File: src/hdl/oas_pkg.sv
// Shared types, codes and constants of the obstacle-avoid steering mode machine.
package oas_pkg;

  localparam int unsigned DIST_WIDTH  = 16;
  localparam int unsigned REG_WIDTH   = 16;
  localparam int unsigned TIME_WIDTH  = 32;
  localparam int unsigned CFG_IDX_W   = 8;
  localparam int unsigned CMP_WIDTH   = (DIST_WIDTH > REG_WIDTH) ? DIST_WIDTH : REG_WIDTH;
  // two extra bits: sign plus carry of dist + tolerance
  localparam int unsigned CTR_WIDTH   = CMP_WIDTH + 2;

  typedef enum logic [1:0] {
    REQ_TICK    = 2'd0,
    REQ_ENABLE  = 2'd1,
    REQ_DISABLE = 2'd2
  } req_e;

  typedef enum logic [2:0] {
    MODE_DISABLED   = 3'd0,
    MODE_RESETTING  = 3'd1,
    MODE_SCANNING   = 3'd2,
    MODE_DECIDING   = 3'd3,
    MODE_REQUESTING = 3'd4
  } mode_e;

  typedef enum logic [2:0] {
    DRV_NONE       = 3'd0,
    DRV_STOP       = 3'd1,
    DRV_TURN_RIGHT = 3'd2,
    DRV_TURN_LEFT  = 3'd3,
    DRV_BEAR_RIGHT = 3'd4,
    DRV_BEAR_LEFT  = 3'd5,
    DRV_FORWARD    = 3'd6
  } drive_e;

  typedef enum logic [1:0] {
    SPD_UNCHANGED = 2'd0,
    SPD_TURNING   = 2'd1,
    SPD_CLEAR     = 2'd2,
    SPD_WARNING   = 2'd3
  } speed_e;

  typedef enum logic [CFG_IDX_W-1:0] {
    CFG_SIDE_COLLIDE  = 8'd0,
    CFG_SIDE_WARN     = 8'd1,
    CFG_SIDE_CLEAR    = 8'd2,
    CFG_FRONT_COLLIDE = 8'd3,
    CFG_FRONT_WARN    = 8'd4,
    CFG_CENTER_TOL    = 8'd5,
    CFG_FRONT_MAX_AGE = 8'd6,
    CFG_SIDE_MAX_AGE  = 8'd7
  } cfg_idx_e;

  typedef struct packed {
    logic [REG_WIDTH-1:0] side_collide_limit;
    logic [REG_WIDTH-1:0] side_warn_limit;
    logic [REG_WIDTH-1:0] side_clear_limit;
    logic [REG_WIDTH-1:0] front_collide_limit;
    logic [REG_WIDTH-1:0] front_warn_limit;
    logic [REG_WIDTH-1:0] center_margin;
    logic [REG_WIDTH-1:0] front_max_age;
    logic [REG_WIDTH-1:0] side_max_age;
  } cfg_t;

  localparam cfg_t CFG_RESET = '{
    side_collide_limit:  16'd10,
    side_warn_limit:     16'd20,
    side_clear_limit:    16'd60,
    front_collide_limit: 16'd20,
    front_warn_limit:    16'd50,
    center_margin:       16'd5,
    front_max_age:       16'd500,
    side_max_age:        16'd1000
  };

endpackage

File: src/hdl/oas_decide.sv
// Threshold rules that pick drive command and speed class from the three ranges.
module oas_decide (
  input  oas_pkg::cfg_t                     cfg_i,
  input  logic [oas_pkg::DIST_WIDTH-1:0]    front_i,
  input  logic [oas_pkg::DIST_WIDTH-1:0]    left_i,
  input  logic [oas_pkg::DIST_WIDTH-1:0]    right_i,
  output oas_pkg::drive_e                   drive_o,
  output oas_pkg::speed_e                   speed_o
);

  logic [oas_pkg::CMP_WIDTH-1:0] f, l, r;
  logic [oas_pkg::CMP_WIDTH-1:0] side_col, side_warn, side_clear;
  logic [oas_pkg::CMP_WIDTH-1:0] front_col, front_warn;
  logic signed [oas_pkg::CTR_WIDTH-1:0] ls, rs, ts;
  logic centered;

  assign f          = oas_pkg::CMP_WIDTH'(front_i);
  assign l          = oas_pkg::CMP_WIDTH'(left_i);
  assign r          = oas_pkg::CMP_WIDTH'(right_i);
  assign side_col   = oas_pkg::CMP_WIDTH'(cfg_i.side_collide_limit);
  assign side_warn  = oas_pkg::CMP_WIDTH'(cfg_i.side_warn_limit);
  assign side_clear = oas_pkg::CMP_WIDTH'(cfg_i.side_clear_limit);
  assign front_col  = oas_pkg::CMP_WIDTH'(cfg_i.front_collide_limit);
  assign front_warn = oas_pkg::CMP_WIDTH'(cfg_i.front_warn_limit);

  assign ls = signed'({2'b00, l});
  assign rs = signed'({2'b00, r});
  assign ts = signed'(oas_pkg::CTR_WIDTH'(cfg_i.center_margin));

  // strict window around either side, widened so nothing wraps
  assign centered = ((ls - ts) < rs && rs < (ls + ts)) ||
                    ((rs - ts) < ls && ls < (rs + ts));

  always_comb begin
    speed_o = oas_pkg::SPD_UNCHANGED;
    drive_o = oas_pkg::DRV_FORWARD;
    if (f <= front_col) begin
      speed_o = oas_pkg::SPD_TURNING;
      drive_o = (l > r) ? oas_pkg::DRV_TURN_LEFT : oas_pkg::DRV_TURN_RIGHT;
    end else if (l < side_col) begin
      speed_o = oas_pkg::SPD_TURNING;
      drive_o = oas_pkg::DRV_TURN_RIGHT;
    end else if (r < side_col) begin
      speed_o = oas_pkg::SPD_TURNING;
      drive_o = oas_pkg::DRV_TURN_LEFT;
    end else begin
      // front is known to be above the collide limit here
      speed_o = (f > front_warn) ? oas_pkg::SPD_CLEAR : oas_pkg::SPD_WARNING;
      if (l < side_warn) begin
        drive_o = oas_pkg::DRV_BEAR_RIGHT;
      end else if (r < side_warn) begin
        drive_o = oas_pkg::DRV_BEAR_LEFT;
      end else if (centered || l > side_clear || r > side_clear) begin
        drive_o = oas_pkg::DRV_FORWARD;
      end else begin
        drive_o = (l < r) ? oas_pkg::DRV_BEAR_RIGHT : oas_pkg::DRV_BEAR_LEFT;
      end
    end
  end

endmodule

File: src/hdl/obstacle_avoid_steering_fsm_core.sv
// Top level: autopilot mode machine with input register, decision logic and result register.
// Path from input transfer to result: input register, then result register.
// Throughput: one item per cycle while out_ready_i stays high; the mode register updates as an item
// moves into the result register, so the following item sees the new mode with no bubble.
// Reset: asynchronous active low; mode returns to disabled, config fields to their
// defaults, both pipeline stages empty. Config writes are always ready.
module obstacle_avoid_steering_fsm_core (
  input  logic                              clk_i,
  input  logic                              rst_ni,

  input  logic                              cfg_valid_i,
  output logic                              cfg_ready_o,
  input  logic [oas_pkg::CFG_IDX_W-1:0]     cfg_index_i,
  input  logic [oas_pkg::REG_WIDTH-1:0]     cfg_data_i,

  input  logic                              in_valid_i,
  output logic                              in_ready_o,
  input  logic [1:0]                        req_type_i,
  input  logic                              collided_i,
  input  logic                              scan_done_i,
  input  logic                              request_done_i,
  input  logic [oas_pkg::DIST_WIDTH-1:0]    front_distance_i,
  input  logic [oas_pkg::DIST_WIDTH-1:0]    left_distance_i,
  input  logic [oas_pkg::DIST_WIDTH-1:0]    right_distance_i,
  input  logic [oas_pkg::TIME_WIDTH-1:0]    now_time_i,
  input  logic [oas_pkg::TIME_WIDTH-1:0]    front_stamp_i,
  input  logic [oas_pkg::TIME_WIDTH-1:0]    left_stamp_i,
  input  logic [oas_pkg::TIME_WIDTH-1:0]    right_stamp_i,

  output logic                              out_valid_o,
  input  logic                              out_ready_i,
  output logic [2:0]                        drive_cmd_o,
  output logic [1:0]                        speed_cmd_o,
  output logic                              sensor_reset_o,
  output logic                              scan_start_o,
  output logic                              front_request_o,
  output logic [2:0]                        mode_now_o,
  output logic                              is_enabled_o
);

  // configuration
  oas_pkg::cfg_t cfg_q;

  assign cfg_ready_o = 1'b1;

  always_ff @(posedge clk_i or negedge rst_ni) begin
    if (!rst_ni) begin
      cfg_q <= oas_pkg::CFG_RESET;
    end else if (cfg_valid_i) begin
      case (oas_pkg::cfg_idx_e'(cfg_index_i))
        oas_pkg::CFG_SIDE_COLLIDE:  cfg_q.side_collide_limit  <= cfg_data_i;
        oas_pkg::CFG_SIDE_WARN:     cfg_q.side_warn_limit     <= cfg_data_i;
        oas_pkg::CFG_SIDE_CLEAR:    cfg_q.side_clear_limit    <= cfg_data_i;
        oas_pkg::CFG_FRONT_COLLIDE: cfg_q.front_collide_limit <= cfg_data_i;
        oas_pkg::CFG_FRONT_WARN:    cfg_q.front_warn_limit    <= cfg_data_i;
        oas_pkg::CFG_CENTER_TOL:    cfg_q.center_margin       <= cfg_data_i;
        oas_pkg::CFG_FRONT_MAX_AGE: cfg_q.front_max_age       <= cfg_data_i;
        oas_pkg::CFG_SIDE_MAX_AGE:  cfg_q.side_max_age        <= cfg_data_i;
        default: ;
      endcase
    end
  end

  // input register
  logic                              s1_valid_q;
  logic [1:0]                        s1_req_q;
  logic                              s1_bump_q, s1_scan_ok_q, s1_req_ok_q;
  logic [oas_pkg::DIST_WIDTH-1:0]    s1_front_q, s1_left_q, s1_right_q;
  logic [oas_pkg::TIME_WIDTH-1:0]    s1_now_q, s1_fstamp_q, s1_lstamp_q, s1_rstamp_q;
  logic                              in_xfer, s2_load;

  assign s2_load    = s1_valid_q && (!out_valid_o || out_ready_i);
  assign in_ready_o = !s1_valid_q || s2_load;
  assign in_xfer    = in_valid_i && in_ready_o;

  always_ff @(posedge clk_i or negedge rst_ni) begin
    if (!rst_ni) begin
      s1_valid_q <= 1'b0;
    end else if (in_xfer) begin
      s1_valid_q <= 1'b1;
    end else if (s2_load) begin
      s1_valid_q <= 1'b0;
    end
  end

  always_ff @(posedge clk_i) begin
    if (in_xfer) begin
      s1_req_q     <= req_type_i;
      s1_bump_q    <= collided_i;
      s1_scan_ok_q <= scan_done_i;
      s1_req_ok_q  <= request_done_i;
      s1_front_q   <= front_distance_i;
      s1_left_q    <= left_distance_i;
      s1_right_q   <= right_distance_i;
      s1_now_q     <= now_time_i;
      s1_fstamp_q  <= front_stamp_i;
      s1_lstamp_q  <= left_stamp_i;
      s1_rstamp_q  <= right_stamp_i;
    end
  end

  // decision logic
  oas_pkg::drive_e dec_drive;
  oas_pkg::speed_e dec_speed;

  oas_decide u_decide (
    .cfg_i   (cfg_q),
    .front_i (s1_front_q),
    .left_i  (s1_left_q),
    .right_i (s1_right_q),
    .drive_o (dec_drive),
    .speed_o (dec_speed)
  );

  logic [oas_pkg::TIME_WIDTH-1:0] front_age, left_age, right_age;
  logic                           stale, trapped;
  logic [oas_pkg::CMP_WIDTH-1:0]  side_col_w;

  // wrapping age, modulo 2^32
  assign front_age = s1_now_q - s1_fstamp_q;
  assign left_age  = s1_now_q - s1_lstamp_q;
  assign right_age = s1_now_q - s1_rstamp_q;
  assign stale = (front_age > oas_pkg::TIME_WIDTH'(cfg_q.front_max_age)) ||
                 (left_age  > oas_pkg::TIME_WIDTH'(cfg_q.side_max_age)) ||
                 (right_age > oas_pkg::TIME_WIDTH'(cfg_q.side_max_age));

  assign side_col_w = oas_pkg::CMP_WIDTH'(cfg_q.side_collide_limit);
  assign trapped = (oas_pkg::CMP_WIDTH'(s1_right_q) <= side_col_w) &&
                   (oas_pkg::CMP_WIDTH'(s1_left_q)  <= side_col_w);

  // mode register and next-state logic
  oas_pkg::mode_e  mode_q, mode_d;
  oas_pkg::drive_e drive_d;
  oas_pkg::speed_e speed_d;
  logic            sreset_d, sscan_d, sreq_d;

  always_ff @(posedge clk_i or negedge rst_ni) begin
    if (!rst_ni) begin
      mode_q <= oas_pkg::MODE_DISABLED;
    end else if (s2_load) begin
      mode_q <= mode_d;
    end
  end

  always_comb begin
    mode_d   = mode_q;
    drive_d  = oas_pkg::DRV_NONE;
    speed_d  = oas_pkg::SPD_UNCHANGED;
    sreset_d = 1'b0;
    sscan_d  = 1'b0;
    sreq_d   = 1'b0;
    case (oas_pkg::req_e'(s1_req_q))
      oas_pkg::REQ_ENABLE:  mode_d = oas_pkg::MODE_RESETTING;
      oas_pkg::REQ_DISABLE: mode_d = oas_pkg::MODE_DISABLED;
      oas_pkg::REQ_TICK: begin
        case (mode_q)
          oas_pkg::MODE_RESETTING: begin
            drive_d  = oas_pkg::DRV_STOP;
            sreset_d = 1'b1;
            mode_d   = oas_pkg::MODE_SCANNING;
          end
          oas_pkg::MODE_SCANNING: begin
            sscan_d = 1'b1;
            if (s1_scan_ok_q) begin
              mode_d = trapped ? oas_pkg::MODE_RESETTING : oas_pkg::MODE_DECIDING;
            end
          end
          oas_pkg::MODE_DECIDING: begin
            if (s1_bump_q || stale) begin
              mode_d = oas_pkg::MODE_RESETTING;
            end else begin
              mode_d  = oas_pkg::MODE_REQUESTING;
              drive_d = dec_drive;
              speed_d = dec_speed;
            end
          end
          oas_pkg::MODE_REQUESTING: begin
            if (s1_bump_q) begin
              mode_d = oas_pkg::MODE_RESETTING;
            end else begin
              sreq_d = 1'b1;
              if (s1_req_ok_q) begin
                mode_d = oas_pkg::MODE_DECIDING;
              end
            end
          end
          default: begin
            // disabled, and unreachable codes served the same way
            if (s1_bump_q) begin
              drive_d = oas_pkg::DRV_STOP;
            end
          end
        endcase
      end
      default: ;
    endcase
  end

  // result register
  logic out_valid_q;

  always_ff @(posedge clk_i or negedge rst_ni) begin
    if (!rst_ni) begin
      out_valid_q <= 1'b0;
    end else if (s2_load) begin
      out_valid_q <= 1'b1;
    end else if (out_ready_i) begin
      out_valid_q <= 1'b0;
    end
  end

  always_ff @(posedge clk_i) begin
    if (s2_load) begin
      drive_cmd_o     <= drive_d;
      speed_cmd_o     <= speed_d;
      sensor_reset_o  <= sreset_d;
      scan_start_o    <= sscan_d;
      front_request_o <= sreq_d;
      mode_now_o      <= mode_d;
      is_enabled_o    <= (mode_d != oas_pkg::MODE_DISABLED);
    end
  end

  assign out_valid_o = out_valid_q;

  // checks
  a_enabled_matches_mode: assert property (@(posedge clk_i) disable iff (!rst_ni)
    out_valid_o |-> (is_enabled_o == (mode_now_o != oas_pkg::MODE_DISABLED)))
    else $error("is_enabled disagrees with mode_now");

  a_reset_pulse_mode: assert property (@(posedge clk_i) disable iff (!rst_ni)
    out_valid_o && sensor_reset_o |->
      (mode_now_o == oas_pkg::MODE_SCANNING) && (drive_cmd_o == oas_pkg::DRV_STOP))
    else $error("sensor reset without stop into scanning");

  a_request_mode: assert property (@(posedge clk_i) disable iff (!rst_ni)
    out_valid_o && front_request_o |->
      (mode_now_o == oas_pkg::MODE_REQUESTING) || (mode_now_o == oas_pkg::MODE_DECIDING))
    else $error("front request outside requesting flow");

  a_speed_only_on_decision: assert property (@(posedge clk_i) disable iff (!rst_ni)
    out_valid_o && (speed_cmd_o != oas_pkg::SPD_UNCHANGED) |->
      (mode_now_o == oas_pkg::MODE_REQUESTING))
    else $error("speed class issued without a decision");

  a_stage_advance: assert property (@(posedge clk_i) disable iff (!rst_ni)
    s2_load |=> out_valid_o)
    else $error("item moved from input register but no result shown");

endmodule
File: config.mk
export PLATFORM = sky130hd
export DESIGN_NAME = obstacle_avoid_steering_fsm_core
export DESIGN_NICKNAME = d
export VERILOG_FILES = /design/src/hdl/oas_pkg.sv /design/src/hdl/oas_decide.sv /design/src/hdl/obstacle_avoid_steering_fsm_core.sv
export SDC_FILE = /design/constraint.sdc
export NUM_CORES = 1
export LEC_CHECK = 0
export BUFFER_PORTS_ARGS = -buffer_cell sky130_fd_sc_hd__buf_2
export CORE_AREA = 4 4 212 214
export DETAILED_ROUTE_END_ITERATION = 6
export DIE_AREA = 0 0 216 218
export GPL_ROUTABILITY_DRIVEN = 0
export PLACE_DENSITY = 0.81
export SLEW_MARGIN = 10
export SYNTH_ARGS = -nofsm -noshare
export SYNTH_HDL_FRONTEND = slang
export SYNTH_SLANG_ARGS = --single-unit
File: constraint.sdc
create_clock -name clk_i -period 6.63 [get_ports clk_i]
set_input_delay 0.663 -clock clk_i [delete_from_list [all_inputs] [get_ports clk_i]]
set_output_delay 0.663 -clock clk_i [all_outputs]
set_load 0.02 [all_outputs]
==> run summary <==
Status -> finished, final reports clean
TritonCTS clock tree -> done
Sequential area share after synthesis -> 34.8%
Cell taking the most area after synthesis -> edfxtp_1
DRT Wirelength -> 74,500 um
Share of layout cells above drive strength 1 -> 14.4%
Ys Warns -> 0
Netlist Area Pre-Place -> 0.0263 mm2
Buf/Inv on CP -> 0
Number of fillers in the final layout -> 3,253
Met2 usage -> 51.4%
Die X -> 216 um
Crit-path cells -> ha_1 > nor2b_1 > o31a_1 > a21o_1 > o21a_1 > a21o_1 > a21oi_1 > o21bai_1 > a21oi_1 > xnor2_1 > ha_1 > nand4_1 > or4b_1 > or2_2 > a211oi_1 > and3_1 > nand4b_1 > nor4b_1 > nand4_1 > a21oi_1 > o2111ai_1
Seq cells post-synth -> 326
Post-DP Area -> 0.0280 mm2
H-tree depth -> 2
Static leakage -> 13.5 nW
Detailed-router iteration count before antenna repair -> 7
Largest family of logic cells by synthesized area -> adder cells
First-pass GRT wire length -> 118,000 um
Row count -> 76
Die Height -> 218 um
Vias -> 22,781
Top_reg_cell synth -> edfxtp_1
Mean area per synthesized cell -> 9.47 um2
Worst EP required -> 6.90 ns
Post-synthesis async set-or-reset flop share -> 40.8%
Most frequent cell on the critical path -> a21oi_1
Critical path launch point type -> register
Via/cell ratio -> 6.33
Dpl hpwl -> 58,600 um
Synthesized instance count -> 2,781
Reg2reg path depth -> 21
Hold crit path type -> in2async
Crit. End Element -> register
Slew headroom -> 25.3%
Largest fanout on the critical path -> 6
Final hold vios -> 0
Fmax achieved -> 162 MHz
Die area -> 0.0471 mm2
Largest net degree at the start of global routing -> 71
Most frequent cell after synthesis -> ha_1
Fin nets -> 3,610
1st-iter DRT viols -> 2,439
Clock buffer depth -> 3
RSZ-0062 raised after global routing -> false
Antenna diodes -> 0
Adder-cell share of the synthesized area -> 19.9%
Post-Synth XOR/XNOR Area -> 3.66%
Max VDD drop -> 225 uV
Post-Syn Nets -> 3,405
R2r endpoint -> is_enabled_o$_DFFE_PP_
Setup TNS -> 0 ns
Initial antenna violation count -> 0
Setup CP Type -> reg2reg
Post-route cell area -> 0.0293 mm2
Pwr dens -> 223 mW/mm2
Total GRT Usage -> 30.8%
Worst Clk Skew -> 0.0184 ns
Root Buffer -> clkbuf_16
Slew @ Worst Pin -> 1.11 ns
Final period util -> 93.3%
Final setup fails -> 0
Initial Utilization -> 61.4%
WL per Instance -> 20.7 um
Mux cell area share after synthesis -> 3.33%
Top cells by area, synth -> edfxtp_1 (22%), ha_1 (19%), dfrtp_1 (10%)
Port Buf Inserts -> 223
Max stage delay cell, worst path -> edfxtp_1
Total gr overflow -> 0
Routed Antenna Nets -> 0
Global Route met3 Usage -> 4.93%
Top Usage Layer GRT -> met2
Post-synth top area share -> 22.0%
Max cap viols -> 0
Post-CTS Hold Fix Bufs -> 0
Compound-Gate Fraction of Synth Area -> 19.2%
Vias in the first global route -> 22,733
RR Startpoint -> s1_now_q[1]$_DFFE_PP_
Period minus WS final -> 6.18 ns
CTS clk-pin slew, worst paths -> 0.06 ns
Critical path's top delay family -> compound AO/OA/AOI/OAI gates
Hold WS -> 0.192 ns
P&R area growth vs syn -> 11.1%
Max incr delay on CP -> 0.54 ns
Postcts setup bufs -> 0
Core Area -> 0.0429 mm2
EDFF count, synth -> 193
Commonest cells post-synth -> ha_1 (407), inv_1 (323), a21oi_1 (205), edfxtp_1 (193), nand2_1 (178)
Reg2Reg Setup Slack -> 0.45 ns
GRT met1 Usage -> 40.3%
Synth cell types -> 105
Top-level port count -> 225
CTS buffer count -> 37
Number of gates resized after cts -> 0
Post-Synth Simple-Gate Area -> 13.5%
Later-pin clock latency in the skew report -> 0.57 ns
Critical Path AT -> 6.45 ns
# DRC -> 0
Sinks on Clock Net -> 326
Final slew viol count -> 0
-- placed cells by master, fill, tap and decap left out, types with 15 or more instances in the layout --
cell / n
a2111oi_0: 15
a211oi_1: 19
a21o_1: 68
a21oi_1: 205
and2_1: 17
buf_2: 222
clkbuf_16: 38
dfrtp_1: 106
dfstp_2: 27
edfxtp_1: 193
ha_1: 407
inv_1: 323
mux2_2: 69
nand2_1: 178
nand2b_1: 28
nand3_1: 43
nand4_1: 51
nor2_1: 162
nor2b_1: 46
nor3_1: 49
nor4_1: 18
o211ai_1: 33
o21a_1: 51
o21ai_0: 161
o21bai_1: 28
or3_1: 16
xnor2_1: 84
xor2_1: 26
-- worst register-to-register path: stages (launching register included) --
cell and delay [ns]:
edfxtp_1 0.54, ha_1 0.35, nor2b_1 0.15, o31a_1 0.28, a21o_1 0.22, o21a_1 0.31
a21o_1 0.23, a21oi_1 0.27, o21bai_1 0.15, a21oi_1 0.20, xnor2_1 0.10, ha_1 0.31
nand4_1 0.13, or4b_1 0.53, or2_2 0.32, a211oi_1 0.28, and3_1 0.20, nand4b_1 0.11
nor4b_1 0.53, nand4_1 0.26, a21oi_1 0.28, o2111ai_1 0.15
-- how the worst max path moves through the flow --
stage | from | to | depth (start not counted)
2_1_floorplan | out_ready_i | s1_bump_q$_DFFE_PP_ | 2
3_3_place_gp | s1_now_q[1]$_DFFE_PP_ | is_enabled_o$_DFFE_PP_ | 21
3_5_place_dp | s1_now_q[1]$_DFFE_PP_ | is_enabled_o$_DFFE_PP_ | 21
4_1_cts | s1_now_q[1]$_DFFE_PP_ | is_enabled_o$_DFFE_PP_ | 21
5_1_grt | s1_now_q[1]$_DFFE_PP_ | is_enabled_o$_DFFE_PP_ | 21
6_report | s1_now_q[1]$_DFFE_PP_ | is_enabled_o$_DFFE_PP_ | 21
-- state kept, by name, indices dropped and copies added (netlist names), 2 cells and up --
name and count:
s1_req_q 2, side_col_w 16, s1_right_q 16, s1_lstamp_q 32, mode_now_o 3, mode_q 3, s1_rstamp_q 32, drive_cmd_o 3
s1_left_q 16, speed_cmd_o 2, s1_now_q 32, cfg_q 112, s1_front_q 16, s1_fstamp_q 32
-- layout make-up --
cell class	instances	area [um2]	share of cell area, %
inverter	323	1210	4.14
tap	585	732	2.50
clock inverter	19	258	0.881
clock buffer	48	1010	3.45
multi-input combinational	2066	15700	53.7
sequential	326	9160	31.3
timing repair buffer	232	1190	4.05
-- where the power goes --
part / internal, mW / total, mW / switching [mW]
Sequential: 2.32 / 2.43 / 0.112
Combinational: 0.781 / 1.96 / 1.18
Clock: 1.28 / 2.15 / 0.867
-- per-layer routing --
layer | vias to the layer above | wire length [um] | part of all wire (%)
met2 | 1254 | 34600 | 46
li1 | 10600 | - | -
met5 | - | 0 | 0
met1 | 10645 | 29600 | 40
met3 | 282 | 6850 | 9.2
met4 | 0 | 3390 | 4.6
-- cell families (layout without fill, tap and decap cells) --
group	count (synthesis)	count (layout)
AOI/OAI and AO/OA	766	766
and+or+nand+nor	696	696
adders and majority gates	414	414
buffers and inverters	389	622
DFF	326	326
xor gates and xnor gates	110	110
muxes	79	79
other	1	1
-- through the flow --
step,power (mW),util [%],setup WS (ns),cells
final,6.54,68.3,0.447,3599
after global routing,6.87,68.3,0.186,3599
after CTS,6.51,68.3,0.637,3599
after detailed placement,4.35,65.3,0.746,3532
after global placement,4.26,65.3,0.923,3532
after floorplan,3.78,-,0.975,2781
(Power assumes the default switching activity.)
